==> src/rtl/core/msws_pkg.sv <==
// Shared constants and types for the maximum square window sum block.
// No dependencies; compile first.
`timescale 1ns / 1ps

package msws_pkg;

  localparam int DEF_MAX_SIDE    = 1024;
  localparam int DEF_MAX_WINDOW  = 32;
  localparam int DEF_SAMPLE_BITS = 16;

  localparam int SIDE_W   = 11;
  localparam int WINDOW_W = 6;
  localparam int BEST_W   = 36;

  // APB register map: two 32-bit registers, byte addresses 0 and 4
  localparam int CFG_AW = 3;
  localparam int CFG_DW = 32;

  localparam logic [SIDE_W-1:0]   SIDE_RST   = 11'd1024;
  localparam logic [WINDOW_W-1:0] WINDOW_RST = 6'd1;

  localparam logic signed [BEST_W-1:0] BEST_MIN = {1'b1, {(BEST_W-1){1'b0}}};

  // result queue depth; covers the items still in the pipe at full rate
  localparam int OUT_DEPTH = 8;
  localparam int OCNT_W    = $clog2(OUT_DEPTH + 1);

  typedef enum logic [0:0] {
    REG_SIDE   = 1'b0,
    REG_WINDOW = 1'b1
  } reg_idx_t;

  typedef struct packed {
    logic [SIDE_W-1:0]   side;
    logic [WINDOW_W-1:0] window;
    logic                restart;
  } cfg_t;

  typedef struct packed {
    logic signed [BEST_W-1:0] best_sum;
    logic                     no_window;
  } result_t;

endpackage

==> src/rtl/core/msws_cfg.sv <==
// APB register block: side and window registers, restart strobe on write.
// Depends on msws_pkg.
`timescale 1ns / 1ps

module msws_cfg (
  input  logic                         clk,
  input  logic                         rst_n,
  input  logic                         psel,
  input  logic                         penable,
  input  logic                         pwrite,
  input  logic [msws_pkg::CFG_AW-1:0]  paddr,
  input  logic [msws_pkg::CFG_DW-1:0]  pwdata,
  output logic [msws_pkg::CFG_DW-1:0]  prdata,
  output logic                         pready,
  output msws_pkg::cfg_t               cfg
);
  import msws_pkg::*;

  logic [SIDE_W-1:0]   side_r;
  logic [WINDOW_W-1:0] window_r;
  logic                wr;
  reg_idx_t            idx;

  assign pready = 1'b1;
  assign wr     = psel && penable && pwrite;
  assign idx    = reg_idx_t'(paddr[2]);

  always_ff @(posedge clk) begin
    if (!rst_n) begin
      side_r   <= SIDE_RST;
      window_r <= WINDOW_RST;
    end else if (wr) begin
      case (idx)
        REG_SIDE:   side_r   <= pwdata[SIDE_W-1:0];
        REG_WINDOW: window_r <= pwdata[WINDOW_W-1:0];
        default: ;
      endcase
    end
  end

  always_comb begin
    prdata = '0;
    case (idx)
      REG_SIDE:   prdata = CFG_DW'(side_r);
      REG_WINDOW: prdata = CFG_DW'(window_r);
      default:    prdata = '0;
    endcase
  end

  assign cfg.side    = side_r;
  assign cfg.window  = window_r;
  assign cfg.restart = wr;

endmodule

==> config.mk <==
export PLATFORM = sky130hd
export DESIGN_NAME = msws_cfg
export DESIGN_NICKNAME = d
export VERILOG_FILES = /design/src/rtl/core/msws_pkg.sv /design/src/rtl/core/msws_cfg.sv
export SDC_FILE = /design/constraint.sdc
export NUM_CORES = 1
export LEC_CHECK = 0
export BUFFER_PORTS_ARGS = -buffer_cell sky130_fd_sc_hd__buf_4
export CAP_MARGIN = 5
export CORE_MARGIN = 1.5
export CORE_UTILIZATION = 30
export CTS_BUF_LIST = sky130_fd_sc_hd__clkbuf_4 sky130_fd_sc_hd__clkbuf_8
export DETAILED_ROUTE_END_ITERATION = 8
export PLACE_DENSITY = 0.69
export SLEW_MARGIN = 20
export SYNTH_ARGS = -nofsm -noshare
export SYNTH_HDL_FRONTEND = slang
export SYNTH_SLANG_ARGS = --single-unit
export TNS_END_PERCENT = 1
==> constraint.sdc <==
create_clock -name clk -period 2.2 [get_ports clk]
set_input_delay 0.11 -clock clk [delete_from_list [all_inputs] [get_ports clk]]
set_output_delay 0.11 -clock clk [all_outputs]
set_load 0.01 [all_outputs]
==> flow_summary.yaml, run 1 <==
outcome:
  status: "completed"
detailed_routing:
  wl_microns: 2030
  drc: 0
  via_per_inst: 4.18
  firstDrtPassIters: 4
  ant_nets: 0
  wl_per_cell_microns: 10.5
  dr_total_vias: 806
  drt_iter0_drc: 15
clocking:
  cts_inserted_buffers: 3
  cts-htree-levels: 1
  clockBufferDepth: 2
  ctsHoldBuffers: 0
  insertion_delay_ps: 280
  cts_root_buffer: "clkbuf_4"
  cts_tree: "built"
  cts.repair.resized: 0
  post_cts_buffers: 0
  clk_pin_slew_ps: 100
  numClockSinks: 17
die:
  die_h_microns: 60.2
  fp.coreArea_sq_um: 3080
  die_w_microns: 60.2
  die-area_sq_um: 3630
  start_util_pct: 31.9
  rows: 20
  ios: 91
min_path:
  hp-class: "in -> reg"
synth:
  synth-seq-cells: 17
  synth_cells: 109
  yosysWarnings: 0
  yosysTopAreaCell: "dfxtp_1"
  syn_avg_cell_area_sq_um: 9.01
  post_synth_num_cell_types: 14
  synth.area.top_cells: "dfxtp_1 35%, buf_4 18%, mux2i_1 17%"
  yosysSeqAreaShare_pct: 34.6
  netlist_area_sq_um: 982
  synth.top_cell.area_share_pct: 34.6
timing:
  setup_viol: 0
  finalCritPeriodShare_pct: 52.9
  hold_viol_final: 0
  rsz0062_at_grt: "false"
  skew_ps: 0
  fin_crit_ps: 1160
  fin_tns_setup_ps: 0
  max_freq_ghz: 0.859
  report.final.slew_viol_count: 0
global_route:
  grt_pass1_vias: 676
  grt_antenna_before_repair: 0
  track_usage_pct: 11.5
  grt_max_degree: 30
  overflow: 0
  grt_first_pass_wirelength_microns: 3080
cells_and_area:
  nets: 190
  mostFrequentLayoutCells: "45 x buf_4, 25 x nand2_1, 22 x conb_1, 17 x mux2i_1, 17 x dfxtp_1"
  final_common_cell: "buf_4"
  n_antenna_cell: 0
  area_growth_pct: 29.2
  layout-drive-gt1-share_pct: 37.6
power:
  p_switching_w: 0.000157
  p_per_area_nw_per_um2: 476
  vdd_drop_max_v: 0.000173
  power_frac_seq_pct: 52.9
  power_w: 0.000604
  power.internal_w: 0.000446
  clockPowerShare_pct: 29.5
  power_leakage_nw: 0.614
  p_comb_share_pct: 17.6
  p_sw_share_pct: 26.0
worst_setup_path:
  crit_type: "reg -> out"
  crit_required_ps: 2090
  critPathArrivalTime_ps: 1050
  crit_fanout: 3
  worstSetupStartpointType: "register"
  crit_path_end_kind: "output port"
place:
  portBuffers: 45
  hpwlAfterDp_microns: 1500
  gp_congestion: 0.652
run:
  maxCapViolCount: 0
[per-stage QoR]
stage / setup WS (ps) / hold WS, ps / std cells / instance area, sq um / util (%)
detailed placement: 1080 / 379 / 189 / 1240 / 40.2
global placement: 1120 / 369 / 189 / 1240 / 40.2
floorplan: 1390 / 252 / 129 / 1060 / -
CTS: 1020 / 57.3 / 193 / 1270 / 41.2
global route: 1010 / 73.3 / 193 / 1270 / 41.2
finish: 1040 / 72.8 / 193 / 1270 / 41.2
[state kept, by name (all words and copies together), names as in the netlist]
signal and cells:
side_r 11, window_r 6
[critical path, cell delays in order (launching register included)]
cell     delay [ps]
dfxtp_1         340
mux2_2          280
buf_4           150
[synthesized netlist by cell type]
library cell	count
and4_1	1
buf_8	1
mux2i_1	17
nand2_1	25
mux2_2	6
dfxtp_1	17
buf_4	23
buf_2	4
nor2b_1	9
and4b_4	1
nand4_1	1
clkbuf_1	1
conb_1	2
and3_1	1
[power by group through the flow]
stage | clock network, W | registers [W] | logic, W
global route | 0.000197 | 0.000321 | 0.000118
floorplan | 0 | 0.000329 | 0.0000865
finish | 0.000178 | 0.000319 | 0.000106
global placement | 0 | 0.000326 | 0.000104
CTS | 0.000191 | 0.000319 | 0.000107
detailed placement | 0 | 0.000326 | 0.000107
[per-layer routing]
metal / track usage (%) / share of wire (%)
met2: 21.1 / 52
met4: 3.81 / 0
met5: 0 / 0
met3: 3.46 / 6.8
met1: 12.5 / 41
[final timing paths]
kind,start,to,slack (ps),depth (start not counted)
worst min register to register,side_r[5]$_SDFFE_PN0P_,side_r[5]$_SDFFE_PN0P_,480,2
worst max register to register,side_r[10]$_SDFFE_PN1P_,side_r[10]$_SDFFE_PN1P_,1580,2
worst max-delay path,window_r[4]$_SDFFE_PN0P_,prdata[4],1040,2
worst min-delay path,pwdata[9],side_r[9]$_SDFFE_PN0P_,70,3
[layout make-up]
class,instances,area (sq um)
Multi-Input combinational cell,83,505
Sequential cell,17,340
Clock buffer,4,30.0
Tap cell,44,55.1
Timing Repair Buffer,45,338
Fill cell,325,1810
[logic make-up after synthesis]
kind of cell           share of synthesized area (%)
AND/OR/NAND/NOR                                 18.9
buffers and inverters                           21.5
multiplexers                                    24.2
flip-flops                                      34.7
other                                          0.765
No activity file was read; power rests on OpenSTA's default activity.
==> run 2: changes to the inputs <==
- PLACE_DENSITY: 0.69 -> 0.72
- clock period: 2.2 -> 1 ns (I/O delays scaled with it)
==> flow_summary.yaml, run 2 (synthesis gave the netlist of run 1 again) <==
run:
  maxCapViolCount: 0
detailed_routing:
  firstDrtPassIters: 4
  dr_total_vias: 860
  wl_microns: 2320
  drt_iter0_drc: 15
  via_per_inst: 4.06
  drc: 0
  ant_nets: 0
  wl_per_cell_microns: 10.9
place:
  portBuffers: 45
  gp_congestion: 0.604
  hpwlAfterDp_microns: 1600
worst_setup_path:
  path_cells: "mux2_4, buf_6"
  crit_path_max_incr_delay_ps: 340
  worstSetupStartpointType: "register"
  r2r-start: "window_r[0]$_SDFFE_PN1P_"
  reg2reg_slack_ps: 260
  crit_fanout: 2
  critPathArrivalTime_ps: 1010
  cp_slowest_cell: "dfxtp_2"
  crit_type: "reg -> out"
  crit_required_ps: 950
  r2r-end: "window_r[0]$_SDFFE_PN1P_"
  crit_path_end_kind: "output port"
  timing.critical_path.from: "side_r[1]$_SDFFE_PN0P_"
  rr_worst_depth: 3
cells_and_area:
  nFillCells: 304
  regArea_sq_um: 362
  largest_reg_flops: 11
  n_antenna_cell: 0
  multi_input_area_sq_um: 536
  final_common_cell: "buf_4"
  nets: 209
  layout-drive-gt1-share_pct: 53.0
  mostFrequentLayoutCells: "52 x buf_4, 25 x nand2_1, 22 x conb_1, 17 x mux2i_1, 17 x dfxtp_2"
  regMostFlops: "side_r"
  reg_top3: "side_r: 11 flops, window_r: 6 flops"
  area_growth_pct: 52.6
timing:
  report.final.slew_viol_count: 0
  max_freq_ghz: 0.942
  hold_viol_final: 0
  fin_crit_ps: 1060
  setup_viol: 6
  skew_ps: 0
  rsz0062_at_grt: "true"
  final.setup.worst_slack_ps: -61.8
  finalCritPeriodShare_pct: 106
  fin_tns_setup_ps: -333
clocking:
  clockBufferDepth: 2
  cts_inserted_buffers: 3
  clk_pin_slew_ps: 110
  insertion_delay_ps: 290
  numClockSinks: 17
  cts_root_buffer: "clkbuf_4"
  cts-htree-levels: 1
  cts_tree: "built"
power:
  vdd_drop_max_v: 0.000416
  power_w: 0.00137
  p_per_area_nw_per_um2: 914
  power_leakage_nw: 0.742
global_route:
  grt_pass1_vias: 747
  grt_max_degree: 30
  track_usage_pct: 12.2
  grt_first_pass_wirelength_microns: 3270
  overflow: 0
  grt_antenna_before_repair: 0
min_path:
  holdCritStartpoint: "pwdata[0]"
  holdPathEnd: "side_r[0]$_SDFFE_PN0P_"
  holdPathStages: 3
  hp-class: "in -> reg"
die:
  die_w_microns: 60.2
  ios: 91
  rows: 20
  fp.coreArea_sq_um: 3080
  die_h_microns: 60.2
  die-area_sq_um: 3630
  start_util_pct: 31.9
outcome:
  status: "complete, but fails checks"
  violations: "negative setup slack"
==> run 2: worst max-delay path by stage <==
| stage | cells past startpoint | to | slack (ps) |
|---|---|---|---|
| CTS | 2 | prdata[1] | -70 |
| floorplan | 3 | side_r[0]$_SDFFE_PN0P_ | 250 |
| global placement | 3 | side_r[8]$_SDFFE_PN0P_ | 70 |
| finish | 2 | prdata[1] | -60 |
| detailed placement | 3 | side_r[2]$_SDFFE_PN0P_ | 40 |
| global route | 2 | prdata[4] | -110 |
==> run 2: layer usage <==
| metal | GRT usage, % | part of all wire [%] | up-vias |
|---|---|---|---|
| met5 | 0 | 0 | - |
| li1 | - | - | 427 |
| met4 | 4.76 | 0.47 | 0 |
| met2 | 22.2 | 54 | 33 |
| met1 | 13.8 | 39 | 398 |
| met3 | 2.16 | 6.0 | 2 |
==> run 2: layout make-up <==
class                           count  share of cell area [%]
Clock buffer                        3                    1.50
Clock inverter                      1                   0.334
Timing Repair Buffer               64                    34.6
Multi-Input combinational cell     83                    35.7
Sequential cell                    17                    24.1
Tap cell                           44                    3.67
==> run 2: stage by stage <==
step / cell area (sq um) / std cells / hold slack [ps] / utilization, % / worst slack (ps)
2_1_floorplan: 1060 / 129 / 192 / - / 252
3_3_place_gp: 1250 / 191 / 307 / 40.7 / 65.1
3_5_place_dp: 1250 / 191 / 321 / 40.7 / 39.2
4_1_cts: 1420 / 207 / 2.56 / 46.0 / -72.3
5_1_grt: 1500 / 212 / 12.0 / 48.7 / -114
6_report: 1500 / 212 / 15.8 / 48.7 / -61.8
==> run 2: power breakdown <==
group,internal [W],leakage (nW),switching [W]
Combinational,0.000151,0.580,0.000142
Sequential,0.000694,0.144,0.00000858
Clock,0.000148,0.0177,0.000226
Total,0.000993,0.742,0.000376
==> run 2: critical path: cells and delay by family (launching register included) <==
| kind | cells | cell delay [ps] |
|---|---|---|
| flops | 1 | 340 |
| buf+inv | 1 | 120 |
| mux | 1 | 270 |
==> run 2: what timing repair did <==
action,4_1_cts,5_1_grt
gates resized for setup,20,11
pin swaps,0,0
setup endpoints to repair,6,11
hold buffers,0,5
buffers inserted,12,0
hold endpoints to repair,0,5
cloned,0,0
==> run 3: changes to the inputs <==
- CORE_MARGIN: 1.5 -> not set
- SETUP_SLACK_MARGIN: not set -> 0.02
==> flow_summary.yaml, run 3 (synthesis gave the netlist of run 1 again) <==
outcome:
  status: "complete, but fails checks"
  violations: "negative setup slack"
power:
  p_per_area_nw_per_um2: 931
  clockPowerShare_pct: 28.0
  power.internal_w: 0.00101
  p_comb_share_pct: 20.3
  power_leakage_nw: 0.720
  p_switching_w: 0.000346
  p_sw_share_pct: 25.4
  vdd_drop_max_v: 0.000612
  power_frac_seq_pct: 51.6
timing:
  finalCritPeriodShare_pct: 105
  whs_ps: 10.7
  max_freq_ghz: 0.949
  skew_ps: 0
  fin_crit_ps: 1050
  hold_viol_final: 0
  report.final.slew_viol_count: 0
  setup_viol: 6
  final.setup.worst_slack_ps: -53.2
  rsz0062_at_grt: "true"
die:
  rows: 20
  die_h_microns: 59.2
  die_w_microns: 59.2
  fp.coreArea_sq_um: 3080
  die-area_sq_um: 3510
  start_util_pct: 31.9
  ios: 91
clocking:
  cts_inserted_buffers: 3
  numClockSinks: 17
  cts_root_buffer: "clkbuf_4"
  clockBufferDepth: 2
  clk_pin_slew_ps: 100
  cts_tree: "built"
  insertion_delay_ps: 280
  cts-htree-levels: 1
worst_setup_path:
  timing.critical_path.from: "side_r[2]$_SDFFE_PN0P_"
  crit_path_end: "prdata[2]"
  crit_path_end_kind: "output port"
  crit_type: "reg -> out"
  crit_required_ps: 950
  r2r-start: "window_r[0]$_SDFFE_PN1P_"
  critPathArrivalTime_ps: 1000
  reg2reg_slack_ps: 250
  crit_fanout: 2
  r2r-end: "window_r[0]$_SDFFE_PN1P_"
  rr_worst_depth: 3
  worstSetupStartpointType: "register"
global_route:
  grt_pass1_vias: 782
  grt_max_degree: 30
  overflow: 0
  track_usage_pct: 13.1
  grt_first_pass_wirelength_microns: 3400
  grt_antenna_before_repair: 0
cells_and_area:
  reg_top3: "side_r: 11 flops, window_r: 6 flops"
  regMostFlops: "side_r"
  layout-drive-gt1-share_pct: 53.7
  mostFrequentLayoutCells: "52 x buf_4, 25 x nand2_1, 22 x conb_1, 17 x mux2i_1, 17 x dfxtp_2"
  nets: 205
  largest_reg_flops: 11
  fin_util_pct: 47.5
  n_antenna_cell: 0
  layout.cells.non_filler: 208
  area_growth_pct: 48.8
  final_common_cell: "buf_4"
detailed_routing:
  ant_nets: 0
  drt_iter0_drc: 8
  dr_total_vias: 860
  wl_microns: 2260
  firstDrtPassIters: 4
  wl_per_cell_microns: 10.9
  drc: 0
  via_per_inst: 4.13
place:
  gp_congestion: 0.706
  hpwlAfterDp_microns: 1570
  dp.cells: 191
  portBuffers: 45
min_path:
  hp-class: "in -> reg"
run:
  maxCapViolCount: 0
==> run 3: changes by cell type in the layout (fill, tap and decap cells not counted) <==
cell | before | now
nor2b_1 | 7 | 8
mux2_4 | 4 | 6
nor2b_4 | 2 | 1
clkinv_2 | 1 | 0
clkbuf_4 | 3 | 4
dlygate4sd3_1 | 5 | 1
mux2_2 | 2 | 0
==> run 3: critical path: stages (launching register included) <==
cell and delay, ps:
dfxtp_2 330, mux2_4 270, buf_6 120
==> run 3: what timing repair did <==
action	CTS	global route
setup buffers	12	0
endpoints found under the hold margin	0	1
hold buffers	0	1
endpoints found under the setup margin	7	11
gates resized for setup	21	11
pin swaps	0	0
==> run 3: per-stage QoR <==
stage / setup WS, ps / power, W / area (sq um) / TNS (ps)
CTS: -66.5 / 0.00137 / 1420 / -361
detailed placement: 35.1 / 0.000958 / 1250 / 0
global route: -103 / 0.00145 / 1460 / -589
global placement: 61.7 / 0.000951 / 1250 / 0
finish: -53.2 / 0.00136 / 1460 / -266
floorplan: 252 / 0.000914 / 1060 / 0
==> run 3: power by group through the flow <==
stage               Clock (W)  Combinational, W  Sequential, W
floorplan                   0          0.000190       0.000724
global placement            0          0.000234       0.000717
detailed placement          0          0.000240       0.000718
CTS                  0.000402          0.000267       0.000701
global route         0.000445          0.000301       0.000705
finish               0.000381          0.000277       0.000703
==> run 3: layout make-up <==
cell class | instances | area (sq um)
fillers | 311 | 1620
clock buffers | 4 | 30.0
repair buffers | 60 | 479
well taps | 44 | 55.1
flip-flops and latches | 17 | 362
multi-input cells | 83 | 536
==> run 3: worst min path at each step <==
stage               startpoint                 endpoint  slack, ps  depth (start not counted)
detailed placement   pwdata[9]   side_r[9]$_SDFFE_PN0P_        320                          3
CTS                  pwdata[9]   side_r[9]$_SDFFE_PN0P_          2                          3
floorplan            pwdata[6]   side_r[6]$_SDFFE_PN0P_        190                          2
finish               pwdata[9]   side_r[9]$_SDFFE_PN0P_         10                          3
global route         pwdata[6]   side_r[6]$_SDFFE_PN0P_          3                          3
global placement    pwdata[10]  side_r[10]$_SDFFE_PN1P_        310                          3
==> run 3: layer usage <==
metal / wire (microns) / vias up / global-route usage (%)
met4: 11 / 0 / 3.06
met3: 120 / 2 / 4.59
met5: 0 / - / 0
met2: 1260 / 35 / 24.7
met1: 872 / 408 / 13.8
li1: - / 415 / -
