==> src/rtl/core/msws_pkg.sv <==
// Shared constants and types for the maximum square window sum block.
// No dependencies; compile first.
`timescale 1ns / 1ps

package msws_pkg;

  localparam int DEF_MAX_SIDE    = 1024;
  localparam int DEF_MAX_WINDOW  = 32;
  localparam int DEF_SAMPLE_BITS = 16;

  localparam int SIDE_W   = 11;
  localparam int WINDOW_W = 6;
  localparam int BEST_W   = 36;

  // APB register map: two 32-bit registers, byte addresses 0 and 4
  localparam int CFG_AW = 3;
  localparam int CFG_DW = 32;

  localparam logic [SIDE_W-1:0]   SIDE_RST   = 11'd1024;
  localparam logic [WINDOW_W-1:0] WINDOW_RST = 6'd1;

  localparam logic signed [BEST_W-1:0] BEST_MIN = {1'b1, {(BEST_W-1){1'b0}}};

  // result queue depth; covers the items still in the pipe at full rate
  localparam int OUT_DEPTH = 8;
  localparam int OCNT_W    = $clog2(OUT_DEPTH + 1);

  typedef enum logic [0:0] {
    REG_SIDE   = 1'b0,
    REG_WINDOW = 1'b1
  } reg_idx_t;

  typedef struct packed {
    logic [SIDE_W-1:0]   side;
    logic [WINDOW_W-1:0] window;
    logic                restart;
  } cfg_t;

  typedef struct packed {
    logic signed [BEST_W-1:0] best_sum;
    logic                     no_window;
  } result_t;

endpackage

==> src/rtl/core/msws_if.sv <==


interface msws_out_if;
  import msws_pkg::*;

  logic                     valid;
  logic                     ready;
  logic signed [BEST_W-1:0] best_sum;
  logic                     no_window;

  modport source (output valid, output best_sum, output no_window, input ready);
  modport sink   (input valid, input best_sum, input no_window, output ready);
endinterface

==> src/rtl/core/msws_out_fifo.sv <==
// Small result queue between the compare stage and the output channel.
// Depends on msws_pkg and msws_if.
`timescale 1ns / 1ps

module msws_out_fifo #(
  parameter int DEPTH = msws_pkg::OUT_DEPTH,
  localparam int PTR_W = (DEPTH > 1) ? $clog2(DEPTH) : 1,
  localparam int CNT_W = $clog2(DEPTH + 1)
) (
  input  logic              clk,
  input  logic              rst_n,
  input  logic              push,
  input  msws_pkg::result_t push_data,
  output logic [CNT_W-1:0]  count,
  msws_out_if.source        out_ch
);
  import msws_pkg::*;

  result_t          mem_r [DEPTH];
  logic [PTR_W-1:0] wr_ptr_r, rd_ptr_r;
  logic [CNT_W-1:0] cnt_r;
  logic             pop;

  assign pop = out_ch.valid && out_ch.ready;

  always_ff @(posedge clk) begin
    if (push) begin
      mem_r[wr_ptr_r] <= push_data;
    end
  end

  always_ff @(posedge clk) begin
    if (!rst_n) begin
      wr_ptr_r <= '0;
      rd_ptr_r <= '0;
      cnt_r    <= '0;
    end else begin
      if (push) begin
        wr_ptr_r <= (32'(wr_ptr_r) == DEPTH - 1) ? '0 : wr_ptr_r + PTR_W'(1);
      end
      if (pop) begin
        rd_ptr_r <= (32'(rd_ptr_r) == DEPTH - 1) ? '0 : rd_ptr_r + PTR_W'(1);
      end
      if (push && !pop) begin
        cnt_r <= cnt_r + CNT_W'(1);
      end else if (pop && !push) begin
        cnt_r <= cnt_r - CNT_W'(1);
      end
    end
  end

  assign count            = cnt_r;
  assign out_ch.valid     = (cnt_r != '0);
  assign out_ch.best_sum  = mem_r[rd_ptr_r].best_sum;
  assign out_ch.no_window = mem_r[rd_ptr_r].no_window;

endmodule
==> src/flat_wrapper.sv <==
// flat-port wrapper written by rule: the top's interface ports become plain ports
module msws_out_fifo_flat import msws_pkg::*;
#(
  parameter int DEPTH = msws_pkg::OUT_DEPTH,
  localparam int PTR_W = (DEPTH > 1) ? $clog2(DEPTH) : 1,
  localparam int CNT_W = $clog2(DEPTH + 1)
)
  (clk, rst_n, push, push_data, count, out_ch_valid, out_ch_best_sum, out_ch_no_window, out_ch_ready);
  msws_out_if out_ch_i ();
  input  logic clk;
  input  logic rst_n;
  input  logic push;
  input  msws_pkg::result_t push_data;
  output logic [CNT_W-1:0] count;
  output wire logic [$bits(out_ch_i.valid)-1:0] out_ch_valid;
  output wire logic [$bits(out_ch_i.best_sum)-1:0] out_ch_best_sum;
  output wire logic [$bits(out_ch_i.no_window)-1:0] out_ch_no_window;
  input wire logic [$bits(out_ch_i.ready)-1:0] out_ch_ready;
  assign out_ch_valid = out_ch_i.valid;
  assign out_ch_best_sum = out_ch_i.best_sum;
  assign out_ch_no_window = out_ch_i.no_window;
  assign out_ch_i.ready = out_ch_ready;
  msws_out_fifo #(.DEPTH(DEPTH)) u_core (.clk(clk), .rst_n(rst_n), .push(push), .push_data(push_data), .count(count), .out_ch(out_ch_i));
endmodule
==> config.mk <==
export PLATFORM = sky130hd
export DESIGN_NAME = msws_out_fifo_flat
export DESIGN_NICKNAME = d
export VERILOG_FILES = /design/src/rtl/core/msws_pkg.sv /design/src/rtl/core/msws_if.sv /design/src/rtl/core/msws_out_fifo.sv /design/src/flat_wrapper.sv
export SDC_FILE = /design/constraint.sdc
export NUM_CORES = 1
export LEC_CHECK = 0
export BUFFER_PORTS_ARGS = -buffer_cell sky130_fd_sc_hd__buf_2
export CAP_MARGIN = 20
export CORE_UTILIZATION = 30
export CTS_CLUSTER_SIZE = 20
export DETAILED_ROUTE_END_ITERATION = 12
export GPL_ROUTABILITY_DRIVEN = 1
export GPL_TIMING_DRIVEN = 0
export HOLD_SLACK_MARGIN = 0.12
export PLACE_DENSITY = 0.51
export SETUP_SLACK_MARGIN = 0.2
export SLEW_MARGIN = 20
export SYNTH_ARGS = -nofsm -noshare
export SYNTH_HDL_FRONTEND = slang
export SYNTH_SLANG_ARGS = --single-unit
==> constraint.sdc <==
create_clock -name clk -period 9.55 [get_ports clk]
set_input_delay 1.4325 -clock clk [delete_from_list [all_inputs] [get_ports clk]]
set_output_delay 1.4325 -clock clk [all_outputs]
set_load 0.005 [all_outputs]
==> Flow_metrics.wiki, run 1 <==
{| class="wikitable"
! Metric !! Value
|-
| Setup WS post-layout || about 5.4 ns
|-
| Setup violation total in the final timing report || 0
|-
| Run status || complete, no violations
|-
| Number of global-route vias before repair || 5966
|-
| Syn Nets || 548
|-
| Clock tree from TritonCTS || done
|-
| Top library cells by usage in the layout, fill and taps aside || sky130_fd_sc_hd__edfxtp_1, sky130_fd_sc_hd__buf_2, sky130_fd_sc_hd__mux4_2
|-
| Final-layout fill cell count || between 3000 and 4000
|-
| Reg2Reg Depth || 9
|-
| Synth Flop Type || sky130_fd_sc_hd__edfxtp_1
|-
| Ys Warns || 0
|-
| Total power per unit cell area || between 200 and 250 nW/µm²
|-
| DR iter-0 viols || between 200 and 250
|-
| Number of antenna violations at the first check in global routing || 3
|-
| Actual slew at the worst max-slew pin || 0.777 ns
|-
| Delay of the slowest critical-path stage || 0.66 ns
|-
| Synthesized flop and latch total || around 310
|-
| Proportion of layout cells with a drive suffix above 1 || 0.397
|-
| Sort of element at the start of the critical path || flip-flop
|-
| Count of unresolved DRC violations after routing || 0
|-
| Class of the most critical setup path || reg -> out
|-
| GRT Resource Usage Total || 0.124
|-
| Number of max-slew violations in the final report || 0
|-
| Part of the cycle the worst path needs || 0.430
|-
| Number of buffers on the longest clock path || 3
|-
| FP Rows || a little over 70
|-
| Postcts setup bufs || 0
|-
| Drt via density || 4.58
|-
| Number of stages on the worst hold path || 2
|-
| Number of maximum-capacitance constraint violations || 0
|-
| Critical path arrival || 2.68 ns
|-
| Maximum clock skew at final layout || 0.0118 ns
|-
| Congestion Overflow GR || 0
|-
| Critical Path, Cell by Cell || clkbuf_1 -> clkbuf_1 -> mux2_2 -> buf_2
|-
| DR WL/cell || 21.2 µm
|-
| IO buf count || just over 80
|-
| Leakage power summed over all cells || between 0.004 and 0.005 µW
|-
| Core area || between 30000 and 40000 µm²
|-
| Library cell contributing the largest single delay on the critical path || sky130_fd_sc_hd__clkbuf_1
|-
| Post-Route Setup TNS || 0 ns
|-
| Share of the core filled with cells || 0.368
|-
| Largest fanout on the critical path || 10
|-
| Initial core utilization || 0.305
|-
| Mean Syn Cell Area || 23.7 µm²
|-
| Area Overhead vs Synth || 20.7%
|-
| Number of hold violations in the final report || 0
|-
| Ys async rst share || 0
|-
| DR vias || between 5000 and 6000
|-
| Root buffer cell || sky130_fd_sc_hd__clkbuf_16
|-
| Number of buffers added by the clock tree synthesis step || 31
|-
| RD Place Congestion || 0.715
|-
| Cell count after synthesis || 499
|-
| Worst Path Required || 8.12 ns
|-
| Relative slew slack || 0.482
|-
| Unrepaired setup endpoints after global routing || false
|-
| Most frequent standard cell in the layout excluding fill and tap cells || sky130_fd_sc_hd__edfxtp_1
|-
| I/O Pins || 83
|-
| Crit Reg-Reg Endpoint || u_core.count[3]
|-
| Clock transition at the registers of the reported paths || 0.06 ns
|-
| Largest net degree at the start of global routing || 20
|-
| Die boundary height || ~200 µm
|-
| ANT nets after route || 0
|-
| Die ar. || roughly 40000 µm²
|-
| HP Class || reg -> reg
|-
| Number of buffers inserted for hold repair after clock tree synthesis || 0
|-
| Most frequent CP cell || sky130_fd_sc_hd__clkbuf_1
|-
| Num Clock Sinks || 309
|-
| Post-synth design cell area || 11900 µm²
|-
| Worst slack, placed || a little under 6 ns
|-
| Worst vdd rail ir drop || 134 µV
|-
| Level count of the clock H-tree || 1
|-
| Max frequency || roughly 240 MHz
|-
| Number of library cell types mapped by synthesis || 32
|-
| Reg-to-reg slack, setup || 6.85 ns
|-
| Sequential area share after synthesis || 0.772
|-
| Final critical delay including setup and external delays || around 4.1 ns
|-
| Global-route wire length before repair || 36800 µm
|-
| Detail Placement HPWL || 16800 µm
|-
| Detailed-route wire length || 25000 µm
|-
| Launch instance of the worst register-to-register path || u_core.count[0]
|-
| Post-synth EDFFs || 296
|-
| Drt pass-1 iters || 4
|-
| Width of the die || 201 µm
|-
| Hold Path Origin || u_core.rd_ptr_r[2]
|-
| Kind of end point of the critical path || output pin
|-
| Number of gates resized after CTS || 0
|-
| Clock latency on the worst-skew pair || 0.54 ns
|-
| Final Net Count || roughly 700
|}
==> cell type report <==
| cell class | count | area (µm²) | share of cell area |
|---|---|---|---|
| Inverter | 1 | 3.75 | 0.000262 |
| Antenna cell | 1 | 2.50 | 0.000175 |
| Sequential cell | 309 | 9150 | 0.640 |
| Multi-Input combinational cell | 167 | 2580 | 0.180 |
| Clock buffer | 36 | 795 | 0.0556 |
| Clock inverter | 19 | 158 | 0.0110 |
| Timing Repair Buffer | 106 | 793 | 0.0555 |
| Tap cell | 518 | 648 | 0.0453 |
| Buffer | 22 | 174 | 0.0122 |
==> kinds of logic (layout without fill, tap and decap cells) <==
| family | count (synthesis) | after routing | share of synthesized area |
|---|---|---|---|
| AOI/OAI and AO/OA | 8 | 8 | 0.00454 |
| buffers and inverters | 23 | 184 | 0.0150 |
| muxes | 115 | 115 | 0.183 |
| other | 0 | 1 | 0 |
| adders and majority gates | 8 | 8 | 0.00908 |
| DFF | 309 | 309 | 0.772 |
| xor gates and xnor gates | 2 | 2 | 0.00148 |
| and+or+nand+nor | 34 | 34 | 0.0146 |
==> critical path, delay by kind of cell (launching register included) <==
family | cells | cell delay [ns]
buffers and inverters | 3 | 1.37
flip-flops | 1 | 0.31
multiplexers | 1 | 0.45
==> synth_stat cells (all sizes together), types with 3 or more instances <==
library cell	count	area share
nand2b	5	0.0026
ha	7	0.0074
edfxtp	296	0.75
mux4	74	0.14
nor2	8	0.0025
dfxtp	13	0.022
mux2i	4	0.0034
a21boi	4	0.0025
clkbuf	7	0.0022
nor2b	3	0.0016
nand2	8	0.0025
buf	15	0.012
mux2	37	0.035
==> worst max-delay path by stage <==
stage / to / start / cells past startpoint / slack [ns]
after floorplan: u_core.mem_r[0][0] / push / 2 / 5.00
after global placement: u_core.mem_r[0][16] / push / 3 / 1.72
after detailed placement: out_ch_best_sum[33] / flip-flop / 4 / 5.91
after CTS: out_ch_best_sum[33] / flip-flop / 4 / 5.32
after global routing: out_ch_best_sum[33] / flip-flop / 4 / 5.27
final: out_ch_best_sum[33] / flip-flop / 4 / 5.44
==> flip-flops by register name, indices dropped and copies added (netlist names), named ones only <==
name / count
u_core.mem_r: 296
u_core.count: 4
u_core.rd_ptr_r: 3
u_core.wr_ptr_r: 3
==> report_power, final <==
part	switching (µW)	internal [µW]	total, µW
clock	466	668	1130
sequential	19.8	1530	1550
combinational	270	307	577
==> per-stage QoR <==
step	cells	cell area (µm²)	total power, µW	hold WS [ns]
3_5_place_dp	1123	13300	2170	0.471
3_3_place_gp	1099	12900	2140	0.459
2_1_floorplan	499	11900	1960	0.447
5_1_grt	1178	14300	3380	0.524
6_report	1179	14300	3260	0.486
4_1_cts	1178	14300	3310	0.480
==> routing by layer <==
metal  global-route usage  wire [µm]  up-vias
met1                0.147      10100     2811
li1                     -          -     2404
met3               0.0235       1090       38
met2                0.230      13300      137
met4               0.0297        501        4
met5                    0         29        -
Note: power is estimated with default switching activity, not from simulation.
==> run 2: changes to the inputs <==
--- a/config.mk
+++ b/config.mk
@@ -13,7 +13,7 @@
 export GPL_ROUTABILITY_DRIVEN = 1
 export GPL_TIMING_DRIVEN = 0
 export HOLD_SLACK_MARGIN = 0.12
-export PLACE_DENSITY = 0.51
+export PLACE_DENSITY = 0.53
 export SETUP_SLACK_MARGIN = 0.2
 export SLEW_MARGIN = 20
 export SYNTH_ARGS = -nofsm -noshare
==> constraint.sdc (replaced) <==
create_clock -name clk -period 3.4 [get_ports clk]
set_input_delay 0.51 -clock clk [delete_from_list [all_inputs] [get_ports clk]]
set_output_delay 0.51 -clock clk [all_outputs]
set_load 0.005 [all_outputs]
==> run 2 against run 1 <==
Against the previous run:
- via count grew 1.2%
- wire length up 3.7%
- clock power increased to 2.8 times the previous value
- utilization up 0.19 points
- non-clock buffer count is 4 lower
- final cell count decreased by 0.25%
- first-iteration DRC count is 87% higher
- worst setup slack lost 5.1 ns
- total power increased to 2.8 times the previous value
- clock skew grew 0.0078 ns
- cell area increased by 0.52%
- flip-flop and latch count unchanged
==> Flow_metrics.wiki, run 2 (same netlist as run 1, synthesis figures left out) <==
{| class="wikitable"
! Metric !! Value
|-
| Class of the most critical setup path || reg -> out
|-
| Relative slew slack || 0.447
|-
| Delay of the slowest critical-path stage || between 0.6 and 0.7 ns
|-
| IO buf count || slightly above 80
|-
| Hold Path Origin || push_data[20]
|-
| Total power per unit cell area || 636 nW/µm²
|-
| Number of max-slew violations in the final report || 0
|-
| Actual slew at the worst max-slew pin || 0.830 ns
|-
| Maximum clock skew at final layout || 0.0196 ns
|-
| Area Overhead vs Synth || 21.3%
|-
| Drt pass-1 iters || 4
|-
| RD Place Congestion || 0.745
|-
| Num Clock Sinks || 309
|-
| Number of global-route vias before repair || between 5000 and 6000
|-
| Number of buffers on the longest clock path || 3
|-
| Largest net degree at the start of global routing || 18
|-
| DR WL/cell || 22.0 µm
|-
| Library cell contributing the largest single delay on the critical path || sky130_fd_sc_hd__clkbuf_1
|-
| Final critical delay including setup and external delays || 3.01 ns
|-
| Clock transition at the registers of the reported paths || roughly 0.060 ns
|-
| GRT Resource Usage Total || 0.129
|-
| Final Net Count || 683
|-
| Clock latency on the worst-skew pair || 0.56 ns
|-
| Post-Route Setup TNS || 0 ns
|-
| Leakage power summed over all cells || 0.00462 µW
|-
| Delay-heaviest family, CP || buffers and inverters
|-
| I/O Pins || 83
|-
| Kind of end point of the critical path || output pin
|-
| Worst vdd rail ir drop || 409 µV
|-
| Final-layout worst hold slack || 0.212 ns
|-
| Setup WS post-layout || 0.388 ns
|-
| Number of hold violations in the final report || 0
|-
| DR vias || 5457
|-
| Number of buffers and inverters on the critical path || 3
|-
| Width of the die || ~200 µm
|-
| ANT nets after route || 0
|-
| FP Rows || 72
|-
| Count of unresolved DRC violations after routing || 0
|-
| Detail Placement HPWL || 16900 µm
|-
| Proportion of layout cells with a drive suffix above 1 || 0.402
|-
| Post-placement cell count || 1119
|-
| Setup violation total in the final timing report || 0
|-
| Detailed-route wire length || around 26000 µm
|-
| Run status || complete, no violations
|-
| Clock tree from TritonCTS || done
|-
| Most frequent standard cell in the layout excluding fill and tap cells || sky130_fd_sc_hd__edfxtp_1
|-
| Critical Path, Cell by Cell || clkbuf_1 -> clkbuf_2 -> mux2_2 -> buf_2
|-
| Launch instance of the worst register-to-register path || u_core.count[0]
|-
| Level count of the clock H-tree || 1
|-
| DR iter-0 viols || 411
|-
| Part of the cycle the worst path needs || 0.886
|-
| Core area || 38800 µm²
|-
| Worst slack, placed || 0.663 ns
|-
| Number of buffers added by the clock tree synthesis step || 31
|-
| Number of flip-flops under the largest register name || 296
|-
| Unrepaired setup endpoints after global routing || false
|-
| Drt via density || 4.64
|-
| Register name with the most flops || u_core.mem_r
|-
| Max frequency || 332 MHz
|-
| HP Class || in -> reg
|-
| Global-route wire length before repair || approximately 38000 µm
|-
| Largest fanout on the critical path || 10
|-
| Die ar. || between 40000 and 50000 µm²
|-
| Number of antenna violations at the first check in global routing || 4
|-
| Final cell count without fillers || 1176
|-
| Critical path arrival || 2.50 ns
|-
| Worst Path Required || around 2.9 ns
|-
| Root buffer cell || sky130_fd_sc_hd__clkbuf_16
|-
| Die boundary height || 201 µm
|-
| Initial core utilization || 0.305
|-
| Sort of element at the start of the critical path || flip-flop
|-
| Top library cells by usage in the layout, fill and taps aside || sky130_fd_sc_hd__edfxtp_1, sky130_fd_sc_hd__buf_2, sky130_fd_sc_hd__mux4_2
|-
| Power consumption || 9140 µW
|-
| Congestion Overflow GR || 0
|-
| Number of maximum-capacitance constraint violations || 0
|}
==> run 2: cell count changes in the layout (fill, tap and decap cells not counted), moves of 4 or more <==
cell | previous run | this run
sky130_fd_sc_hd__buf_4 | 10 | 0
sky130_fd_sc_hd__buf_1 | 5 | 0
sky130_fd_sc_hd__clkinv_2 | 6 | 2
sky130_fd_sc_hd__buf_12 | 10 | 5
sky130_fd_sc_hd__buf_8 | 0 | 8
sky130_fd_sc_hd__buf_2 | 85 | 89
sky130_fd_sc_hd__buf_16 | 6 | 11
==> run 2: final timing paths <==
check,endpoint,slack (ns),cells after the start
max,out_ch_best_sum[23],0.39,4
min,u_core.mem_r[2][20],0.21,1
max reg2reg,u_core.count[3],0.82,9
min reg2reg,u_core.count[3],0.49,2
==> run 2: area by class of cell <==
class | count | area, µm²
plain buffers | 22 | 190
well taps | 518 | 648
clock buffers | 36 | 795
flip-flops and latches | 309 | 9150
repair buffers | 102 | 853
fillers | 3496 | 24500
inverters | 1 | 3.75
clock inverters | 20 | 143
multi-input cells | 167 | 2590
diodes | 1 | 2.50
==> run 2: worst reg2reg max path, cell delays in order (launching register included) <==
cell	delay [ns]
sky130_fd_sc_hd__dfxtp_1	0.36
sky130_fd_sc_hd__or4_1	0.62
sky130_fd_sc_hd__nand2_1	0.19
sky130_fd_sc_hd__ha_1	0.20
sky130_fd_sc_hd__inv_1	0.10
sky130_fd_sc_hd__ha_1	0.34
sky130_fd_sc_hd__a21oi_1	0.19
sky130_fd_sc_hd__a211oi_1	0.10
sky130_fd_sc_hd__a31oi_1	0.23
sky130_fd_sc_hd__mux2i_1	0.20
==> run 2: repair_timing <==
| action | CTS | global route |
|---|---|---|
| setup endpoints to repair | 30 | 0 |
| endpoints found under the hold margin | 0 | 0 |
| setup buffers | 0 | 0 |
| gates resized for setup | 9 | 0 |
| hold buffers | 0 | 0 |
==> run 2: routing by layer <==
| layer | vias up | track usage | wire, µm |
|---|---|---|---|
| met1 | 2862 | 0.169 | 11100 |
| met5 | - | 0 | 34 |
| met4 | 6 | 0.0322 | 585 |
| met3 | 43 | 0.0274 | 1280 |
| li1 | 2394 | - | - |
| met2 | 152 | 0.217 | 12900 |
==> run 2: metrics by stage <==
stage	util	instance area, µm²
2_1_floorplan	-	11900
3_3_place_gp	0.333	12900
3_5_place_dp	0.346	13400
4_1_cts	0.370	14400
5_1_grt	0.370	14400
6_report	0.370	14400
==> run 2: where the power goes <==
part,internal (µW),leakage (µW),switching (µW)
registers,4290,0.00280,56.3
logic,869,0.00137,763
clock network,1800,0.000449,1360
total,6960,0.00462,2180
