### src/rtl/core/msws_ram.sv
// Generic single-port-write, single-port-read RAM with registered read.
// No dependencies.
`timescale 1ns / 1ps

module msws_ram #(
  parameter int WIDTH = 8,
  parameter int DEPTH = 16,
  localparam int AW = (DEPTH > 1) ? $clog2(DEPTH) : 1
) (
  input  logic             clk,
  input  logic             we,
  input  logic [AW-1:0]    waddr,
  input  logic [WIDTH-1:0] wdata,
  input  logic [AW-1:0]    raddr,
  output logic [WIDTH-1:0] rdata
);

  logic [WIDTH-1:0] mem_r [DEPTH];
  logic [WIDTH-1:0] rdata_r;

  // read returns the old contents on a same-address write
  always_ff @(posedge clk) begin
    if (we) begin
      mem_r[waddr] <= wdata;
    end
    rdata_r <= mem_r[raddr];
  end

  assign rdata = rdata_r;

endmodule

### config.mk
export PLATFORM = sky130hd
export DESIGN_NAME = msws_ram
export DESIGN_NICKNAME = d
export VERILOG_FILES = /design/src/rtl/core/msws_ram.sv
export SDC_FILE = /design/constraint.sdc
export NUM_CORES = 1
export LEC_CHECK = 0
export BUFFER_PORTS_ARGS = -buffer_cell sky130_fd_sc_hd__buf_2
export CORE_MARGIN = 5
export CORE_UTILIZATION = 50
export DETAILED_ROUTE_END_ITERATION = 7
export PLACE_DENSITY = 0.7
export SYNTH_ARGS = -nofsm -noshare
export SYNTH_HDL_FRONTEND = slang
export SYNTH_SLANG_ARGS = --single-unit
### constraint.sdc
create_clock -name clk -period 2.5 [get_ports clk]
set_input_delay 0.25 -clock clk [delete_from_list [all_inputs] [get_ports clk]]
set_output_delay 0.25 -clock clk [all_outputs]
set_load 0.005 [all_outputs]
==> results.sh, run 1 <==
export IMPL_use_met1_pct=21.0
export IMPL_setup_ws_ns=1.09
export IMPL_reg2regPathDepth=3
export IMPL_tightestPinTransition_ns=0.714
export IMPL_ctsResizeCount=0
export IMPL_status="completed"
export IMPL_cp_arrival_ns=1.80
export IMPL_final_fill_count=745
export IMPL_via_per_inst=5.61
export IMPL_critical_path_buf_inv_count=0
export IMPL_max_stage_delay_ns=0.47
export IMPL_synth_main_ff_cell="edfxtp_1"
export IMPL_synth_top_cells_by_count="128 x edfxtp_1, 18 x mux4_2, 16 x a22oi_1, 14 x mux4_1, 13 x nor2_1"
export IMPL_fin_skew_ns=0.00521
export IMPL_post_place_ws_ns=0.680
export IMPL_setup_tns_ns=0
export IMPL_ys_seq_elements=136
export IMPL_path_class="reg -> reg"
export IMPL_area_growth_pct=17.0
export IMPL_yosysWarnings=0
export IMPL_totalWireLength_mm=9.71
export IMPL_synth_area_leaders="edfxtp_1 75%, mux4_2 7.9%, mux4_1 7.1%"
export IMPL_ctsRootBufferMaster="clkbuf_8"
export IMPL_cp_end_kind="flop"
export IMPL_gp_congestion=0.771
export IMPL_hold_buffers=0
export IMPL_yosys_area_top_type="edfxtp_1"
export IMPL_grt_antenna_before_repair=0
export IMPL_path_depth=3
export IMPL_worstPathMaxFanout=1
export IMPL_fin_crit_sh_pct=56.2
export IMPL_fin_hold_ws_ns=0.121
export IMPL_ys_seq_area_share_pct=77.8
export IMPL_final_layout_size_suffix_gt1_share_pct=29.1
export IMPL_grt_pass1_wl_mm=14.8
export IMPL_dieArea_um2=12400
export IMPL_use_met3_pct=4.73
export IMPL_r2r_start="mem_r[3][7]$_DFFE_PP_"
export IMPL_dpl_hpwl_mm=6.02
export IMPL_fp_dieW_um=111
export IMPL_post_cts_buffers=0
export IMPL_avgSynthCellArea_um2=22.5
export IMPL_p_total_mw=5.02
export IMPL_num_rows=37
export IMPL_grt_max_degree=33
export IMPL_fmax_mhz=711
export IMPL_die_height_um=111
export IMPL_drv_cap=0
export IMPL_grt_use_total_pct=16.8
export IMPL_finalHoldViolCount=0
export IMPL_crit_chain="mux4_2 > a22oi_1 > nand2_1"
export IMPL_first_pass_iters=5
export IMPL_setup_viol=0
export IMPL_io_pins=26
export IMPL_clkTransAtPathRegs_ns=0.06
export IMPL_postRouteAntennaNets=0
export IMPL_vdd_drop_max_mv=0.422
export IMPL_slew_violations=0
export IMPL_drt_iter0_drc=200
export IMPL_start_util_pct=50.5
export IMPL_synth_area_um2=5150
export IMPL_cp_slowest_cell="mux4_2"
export IMPL_dr_total_vias=2401
export IMPL_min_path_cells=1
export IMPL_nets=297
export IMPL_synth_edf_count=128
export IMPL_grt_pass1_vias=2558
export IMPL_async_flop_share_pct=0
export IMPL_drc_errors=0
export IMPL_use_met2_pct=28.3
export IMPL_synthCells=229
export IMPL_h_tree_depth=4
export IMPL_post_route_min_period_ns=1.41
export IMPL_cp_start_kind="flop"
export IMPL_p_leak_nw=2.04
export IMPL_insertion_delay_ns=0.52
export IMPL_clockBufferDepth=2
export IMPL_ys_types=19
export IMPL_power_density_nw_per_um2=834
export IMPL_cts_sinks=136
export IMPL_grt_busiest_layer="met2"
export IMPL_hold_start="wdata[5]"
export IMPL_path_delay_family="multiplexers"
export IMPL_syn_nets=247
export IMPL_wire_per_inst_um=22.7
export IMPL_crit_start="mem_r[3][7]$_DFFE_PP_"
export IMPL_diodes=0
export IMPL_rsz0062_at_grt="no"
export IMPL_io_buffers=25
export IMPL_coreArea_um2=10200
export IMPL_yosysMostFrequentCell="edfxtp_1"
export IMPL_grt_overflow=0
export IMPL_cts_tree="yes"
export IMPL_max_slew_margin_pct=52.2
export IMPL_min_path_type="in -> reg"
export IMPL_synth_top_area_share_pct=74.7
export IMPL_critPathRequiredTime_ns=2.89
export IMPL_cts_made_buffers=17
layout make-up:
class,instances,area [um^2],share of cell area [%]
Clock buffer,21,429,7.12
Tap cell,136,170,2.82
Sequential cell,136,4000,66.5
Timing Repair Buffer,41,258,4.28
Clock inverter,11,106,1.77
Multi-Input combinational cell,83,1060,17.5
worst register-to-register path, delay by kind of cell, from the launching register on:
kind            cells  cell delay [ns]
mux                 1             0.47
flops               1             0.38
compound gates      1             0.33
simple gates        1             0.10
layout by cell type (no fill, tap or decap):
cell,synthesis,final
a22oi_1,16,16
and2_1,1,1
and2b_1,1,1
buf_12,0,1
buf_2,3,25
buf_4,1,15
bufinv_16,0,2
clkbuf_1,0,4
clkbuf_16,0,16
clkbuf_8,0,1
clkinv_1,0,3
clkinv_2,0,4
clkinvlp_4,0,2
dfxtp_1,8,8
edfxtp_1,128,128
mux4_1,14,14
mux4_2,18,18
nand2_1,9,9
nand2b_1,2,2
nand3_1,1,1
nand3b_1,2,2
nor2_1,13,13
nor2b_1,1,1
nor3_1,4,4
or3b_2,1,1
cells by family after synthesis:
kind of cell           count (synthesis)  share of synthesized area, %
AO/OA/AOI/OAI                         16                          2.33
buffers and inverters                 10                          1.68
flip-flops                           136                          77.8
multiplexers                          32                          15.0
AND/OR/NAND/NOR                       35                          3.18
power by group:
part,internal (mW),total [mW],switching [mW]
Sequential,2.55,2.56,0.0132
Clock,1.40,2.23,0.834
Combinational,0.0985,0.230,0.131
Total,4.05,5.02,0.979
per-stage QoR:
stage | util [%] | instances | area, um^2
floorplan | - | 229 | 5150
global placement | 53.9 | 396 | 5490
detailed placement | 53.9 | 396 | 5490
CTS | 59.2 | 428 | 6020
global route | 59.2 | 428 | 6020
finish | 59.2 | 428 | 6020
state kept, by name, summed over array words and instances (netlist names):
register,count
rdata,8
mem_r,128
final timing paths:
check	endpoint	slack, ns
worst max-delay path	rdata[7]$_DFF_P_	1.09
worst min register to register	rdata[1]$_DFF_P_	0.66
worst max register to register	rdata[7]$_DFF_P_	1.09
worst min-delay path	mem_r[0][5]$_DFFE_PP_	0.12
metal layers:
layer / share of wire [%] / vias to the layer above / wire, um
met3: 5.8 / 11 / 561
met4: 1.5 / 0 / 144
met2: 52 / 100 / 5020
met5: 0 / - / 0
li1: - / 1074 / -
met1: 41 / 1216 / 3990
Power figures use the tool's default switching activity.
==> inputs of run 2 (changes only) <==
- ABC_AREA: unset -> 1
- PLACE_DENSITY: 0.7 -> 0.73
- clock period: 2.5 -> 1.1 ns (I/O delays scaled with it)
==> results.sh, run 2 <==
export IMPL_ys_seq_area_share_pct=69.4
export IMPL_slew_violations=0
export IMPL_synth_main_ff_cell="edfxtp_1"
export IMPL_dieArea_um2=13800
export IMPL_dpl_hpwl_mm=8.06
export IMPL_layout_commonest_cell="nand2_1"
export IMPL_synth_top_area_share_pct=66.7
export IMPL_p_leak_nw=2.99
export IMPL_critPathRequiredTime_ns=1.41
export IMPL_fin_skew_ns=0.00605
export IMPL_drv_cap=0
export IMPL_synth_compound_area_share_pct=0
export IMPL_fmax_mhz=965
export IMPL_clockBufferDepth=2
export IMPL_worstPathMaxFanout=1
export IMPL_ys_seq_elements=136
export IMPL_rsz0062_at_grt="no"
export IMPL_nets=619
export IMPL_max_stage_delay_ns=0.38
export IMPL_top_register="mem_r"
export IMPL_area_growth_pct=18.0
export IMPL_synth_fa_ha_area_share_pct=0
export IMPL_path_class="reg -> reg"
export IMPL_synth_xor_area_share_pct=0
export IMPL_cts_sinks=136
export IMPL_final_fill_count=902
export IMPL_path_common_cell="nand3_1"
export IMPL_critical_path_buf_inv_count=1
export IMPL_start_util_pct=50.7
export IMPL_finalHoldViolCount=0
export IMPL_io_buffers=25
export IMPL_synth_area_leaders="edfxtp_1 67%, nand2_1 11%, nand3_1 8.4%"
export IMPL_insertion_delay_ns=0.41
export IMPL_diodes=0
export IMPL_final_layout_size_suffix_gt1_share_pct=14.3
export IMPL_min_path_type="in -> reg"
export IMPL_dr_total_vias=3946
export IMPL_first_pass_iters=5
export IMPL_grt_max_degree=34
export IMPL_fp_dieW_um=117
export IMPL_fin_hold_ws_ns=0.109
export IMPL_cp_slowest_cell="edfxtp_1"
export IMPL_post_cts_buffers=0
export IMPL_wire_per_inst_um=16.8
export IMPL_cp_end_kind="flop"
export IMPL_cts_made_buffers=17
export IMPL_fin_crit_sh_pct=94.2
export IMPL_vdd_drop_max_mv=0.998
export IMPL_cp_start_kind="flop"
export IMPL_synthSimpleGateAreaFrac_pct=21.0
export IMPL_post_route_min_period_ns=1.04
export IMPL_num_rows=39
export IMPL_async_flop_share_pct=0
export IMPL_tightestPinTransition_ns=0.385
export IMPL_drt_iter0_drc=396
export IMPL_syn_nets=569
export IMPL_r2r_slack_ns=0.06
export IMPL_power_density_nw_per_um2=1830
export IMPL_yosys_area_top_type="edfxtp_1"
export IMPL_status="completed"
export IMPL_grt_antenna_before_repair=0
export IMPL_fin_cells=757
export IMPL_grt_pass1_vias=3735
export IMPL_max_slew_margin_pct=74.3
export IMPL_clkTransAtPathRegs_ns=0.06
export IMPL_final_cell_mix="173 x nand2_1, 128 x edfxtp_1, 100 x inv_1, 96 x nand3_1, 26 x buf_4"
export IMPL_setup_viol=0
export IMPL_coreArea_um2=11400
export IMPL_via_per_inst=5.21
export IMPL_ctsResizeCount=0
export IMPL_cp_arrival_ns=1.34
export IMPL_cts_tree="yes"
export IMPL_grt_pass1_wl_mm=20.2
export IMPL_dp_cells=725
export IMPL_path_delay_family="simple AND/OR/NAND/NOR gates"
export IMPL_crit_chain="inv_1 > nand2_1 > nand3_1 > nand3_1 > nand3_1 > nand2_1"
export IMPL_ctsRootBufferMaster="clkbuf_16"
export IMPL_avgSynthCellArea_um2=10.5
export IMPL_grt_use_total_pct=18.9
export IMPL_hold_buffers=0
export IMPL_synth_area_um2=5770
export IMPL_drc_errors=0
export IMPL_yosysWarnings=0
export IMPL_gp_congestion=0.859
export IMPL_h_tree_depth=4
export IMPL_synthMuxAreaShare_pct=0
export IMPL_synth_top_cells_by_count="173 x nand2_1, 128 x edfxtp_1, 100 x inv_1, 97 x nand3_1, 17 x nor2_1"
export IMPL_die_height_um=117
export IMPL_synth_edf_count=128
export IMPL_synthCells=551
export IMPL_grt_overflow=0
export IMPL_totalWireLength_mm=12.7
export IMPL_postRouteAntennaNets=0
export IMPL_yosysMostFrequentCell="nand2_1"
export IMPL_io_pins=26
export IMPL_synth_top_family_by_area="simple AND/OR/NAND/NOR gates"
export IMPL_ys_types=12
export IMPL_largest_reg_flops=128
-- run 2: cell count changes in the layout (fill, tap and decap cells not counted), sizes merged, moves of 2 or more --
| cell | previous run | this run |
|---|---|---|
| nor2 | 13 | 17 |
| bufinv | 2 | 4 |
| nand3 | 1 | 97 |
| nor3 | 4 | 0 |
| nand2 | 9 | 173 |
| mux4 | 32 | 0 |
| a22oi | 16 | 0 |
| nand2b | 2 | 0 |
| buf | 41 | 55 |
| inv | 0 | 102 |
| clkbuf | 21 | 19 |
-- run 2: final timing paths --
kind | startpoint | to | cells after the start
max | mem_r[7][6]$_DFFE_PP_ | rdata[6]$_DFF_P_ | 6
min | wdata[1] | mem_r[5][1]$_DFFE_PP_ | 1
max reg2reg | mem_r[7][6]$_DFFE_PP_ | rdata[6]$_DFF_P_ | 6
min reg2reg | mem_r[12][1]$_DFFE_PP_ | rdata[1]$_DFF_P_ | 6
-- run 2: worst reg2reg max path: stages, from the launching register on --
cell	delay, ns
edfxtp_1	0.38
inv_1	0.09
nand2_1	0.06
nand3_1	0.10
nand3_1	0.10
nand3_1	0.14
nand2_1	0.07
-- run 2: power breakdown --
part | switching, mW | leakage (nW) | internal (mW)
sequential | 0.0376 | 1.22 | 5.79
combinational | 0.498 | 1.47 | 0.241
clock | 2.07 | 0.296 | 3.83
total | 2.60 | 2.99 | 9.87
-- run 2: routing by layer --
metal  GRT usage (%)  vias up  routed length (um)
met2            29.0      177                6050
met5               0        -                   0
li1                -     1876                   -
met1            26.9     1878                5540
met4            6.38        0                 209
met3            4.14       15                 891
-- run 2: logic make-up after synthesis --
group	Yosys count
buffers and inverters	126
AND/OR/NAND/NOR	289
flip-flops	136
-- run 2: cell type report --
type                    instances  area [um^2]  share of cell area (%)
clock buffers                  19          443                    6.51
clock inverters                13          179                    2.63
inverters                     102          383                    5.62
multi-input cells             289         1220                    17.9
flip-flops and latches        136         4000                    58.8
well taps                     143          179                    2.63
repair buffers                 55          400                    5.88
-- run 2: metrics by stage --
stage / util [%] / power, mW / area [um^2] / setup TNS, ns / setup slack, ns
after global routing: 59.9 / 12.9 / 6810 / 0 / 0.00448
after CTS: 59.8 / 12.5 / 6800 / 0 / 0.0560
after global placement: 54.4 / 6.65 / 6180 / -0.153 / -0.0582
after detailed placement: 54.4 / 6.67 / 6180 / -0.732 / -0.100
final: 59.9 / 12.5 / 6810 / 0 / 0.0636
after floorplan: - / 6.34 / 5770 / 0 / 0.0392
==> inputs of run 3 (changes only) <==
- ABC_AREA: 1 -> unset
- CORE_MARGIN: 5 -> 1
==> results.sh, run 3 (synthesized netlist as in run 1, its figures left out) <==
export IMPL_crit_start="mem_r[3][6]$_DFFE_PP_"
export IMPL_grt_antenna_before_repair=0
export IMPL_grt_overflow=0
export IMPL_status="finished, violations left"
export IMPL_clockBufferDepth=2
export IMPL_final_cell_mix="128 x edfxtp_1, 32 x mux4_2, 32 x buf_4, 21 x buf_2, 16 x clkbuf_16"
export IMPL_finalHoldViolCount=0
export IMPL_cp_end_kind="flop"
export IMPL_dieArea_um2=10700
export IMPL_dr_total_vias=2580
export IMPL_fin_hold_ws_ns=0.140
export IMPL_min_path_type="in -> reg"
export IMPL_switchingPower_mw=2.57
export IMPL_drc_errors=0
export IMPL_setup_ws_ns=-0.245
export IMPL_pwr_share_comb_pct=5.4
export IMPL_cp_start_kind="flop"
export IMPL_path_class="reg -> reg"
export IMPL_nets=325
export IMPL_io_pins=26
export IMPL_area_growth_pct=24.0
export IMPL_swShare_pct=21.4
export IMPL_reg2reg_to="rdata[6]$_DFF_P_"
export IMPL_wire_per_inst_um=22.8
export IMPL_grt_pass1_vias=2692
export IMPL_drt_iter0_drc=168
export IMPL_start_util_pct=52.2
export IMPL_max_slew_margin_pct=50.5
export IMPL_pwr_share_clk_pct=46.0
export IMPL_slew_violations=0
export IMPL_setup_viol=8
export IMPL_finish_utilization_pct=64.7
export IMPL_post_route_min_period_ns=1.35
export IMPL_power_density_nw_per_um2=1880
export IMPL_totalWireLength_mm=10.3
export IMPL_crit_chain="mux4_2 > a22oi_2 > nand2_1"
export IMPL_violations="setup timing"
export IMPL_coreArea_um2=9860
export IMPL_die_height_um=103
export IMPL_via_per_inst=5.70
export IMPL_rsz0062_at_grt="yes"
export IMPL_fin_crit_sh_pct=122
export IMPL_gp_congestion=0.788
export IMPL_layout_commonest_cell="edfxtp_1"
export IMPL_cp_endpoint="rdata[6]$_DFF_P_"
export IMPL_internal_power_mw=9.45
export IMPL_cp_slowest_cell="mux4_2"
export IMPL_grt_pass1_wl_mm=15.5
export IMPL_cts_tree="yes"
export IMPL_reg2regPathDepth=3
export IMPL_drv_cap=0
export IMPL_first_pass_iters=5
export IMPL_critPathRequiredTime_ns=1.51
export IMPL_largest_reg_flops=128
export IMPL_grt_max_degree=21
export IMPL_final_layout_size_suffix_gt1_share_pct=43.8
export IMPL_tightestPinTransition_ns=0.741
export IMPL_insertion_delay_ns=0.52
export IMPL_p_leak_nw=2.18
export IMPL_postRouteAntennaNets=0
export IMPL_fmax_mhz=743
export IMPL_h_tree_depth=4
export IMPL_diodes=0
export IMPL_cts_made_buffers=17
export IMPL_clkTransAtPathRegs_ns=0.06
export IMPL_ctsRootBufferMaster="clkbuf_8"
export IMPL_max_stage_delay_ns=0.51
export IMPL_r2r_slack_ns=-0.25
export IMPL_cp_arrival_ns=1.75
export IMPL_num_rows=36
export IMPL_fin_skew_ns=0.00655
export IMPL_top_register="mem_r"
export IMPL_io_buffers=25
export IMPL_grt_use_total_pct=21.5
export IMPL_vdd_drop_max_mv=0.950
export IMPL_dpl_hpwl_mm=6.48
export IMPL_fp_dieW_um=103
export IMPL_seq_power_share_pct=48.6
export IMPL_r2r_start="mem_r[3][6]$_DFFE_PP_"
export IMPL_cts_sinks=136
export IMPL_worstPathMaxFanout=1
## run 3: cell count changes in the layout (fill, tap and decap cells not counted), sizes merged, moves of 2 or more
| cell | change |
|---|---|
| nor2 | -4 |
| mux4 | +32 |
| nor3 | +4 |
| nand2b | +2 |
| bufinv | -2 |
| buf | +6 |
| nand2 | -164 |
| clkinvlp | -2 |
| a22oi | +16 |
| inv | -96 |
| nand3 | -96 |
| dlygate4sd3 | +8 |
## run 3: power by group through the flow
stage          clock (mW)  sequential [mW]  combinational, mW
2_1_floorplan           0             5.93              0.331
3_3_place_gp            0             5.93              0.576
3_5_place_dp            0             5.94              0.596
4_1_cts              5.61             5.84              0.630
5_1_grt              5.83             5.85              0.693
6_report             5.53             5.84              0.643
## run 3: per-stage QoR
stage / worst slack [ns] / cell area [um^2] / std cells / power (mW) / setup TNS [ns]
floorplan: -0.143 / 5180 / 229 / 6.26 / -1.72
global placement: -0.374 / 5670 / 413 / 6.51 / -17.42
detailed placement: -0.388 / 5670 / 413 / 6.53 / -20.32
CTS: -0.230 / 6350 / 453 / 12.1 / -1.69
global route: -0.290 / 6380 / 453 / 12.4 / -2.05
finish: -0.245 / 6380 / 453 / 12.0 / -1.71
## run 3: timing repair
action / in CTS / in global routing
buffers inserted: 0 / 0
cloned: 0 / 0
hold endpoints to repair: 128 / 0
pin swaps: 0 / 0
gates resized for setup: 5 / 6
hold buffers: 8 / 0
endpoints found under the setup margin: 11 / 14
## run 3: how the worst min path moves through the flow
| stage | from | endpoint | slack, ns | depth (start not counted) |
|---|---|---|---|---|
| 2_1_floorplan | wdata[0] | mem_r[0][0]$_DFFE_PP_ | 0.21 | 0 |
| 3_3_place_gp | rdata[1]$_DFF_P_ | rdata[1] | 0.49 | 1 |
| 3_5_place_dp | rdata[2]$_DFF_P_ | rdata[2] | 0.49 | 1 |
| 4_1_cts | raddr[1] | rdata[7]$_DFF_P_ | 0.13 | 4 |
| 5_1_grt | raddr[1] | rdata[7]$_DFF_P_ | 0.15 | 4 |
| 6_report | raddr[1] | rdata[7]$_DFF_P_ | 0.14 | 4 |
## run 3: cell type report
type	count	area, um^2
clock buffers	18	428
clock inverters	14	160
fillers	621	3480
multi-input cells	83	1070
flip-flops and latches	136	4010
well taps	133	166
repair buffers	69	551
## run 3: layer usage
layer | up-vias | part of all wire, % | track usage (%)
met2 | 96 | 52 | 35.7
met1 | 1349 | 41 | 27.5
met5 | - | 0 | 0
li1 | 1119 | - | -
met3 | 16 | 5.6 | 6.25
met4 | 0 | 1.1 | 7.04
## run 3: critical path: cells and delay by family, from the launching register on
kind               cells  cell delay, ns
muxes                  1            0.51
DFF                    1            0.41
AOI/OAI and AO/OA      1            0.23
and+or+nand+nor        1            0.08
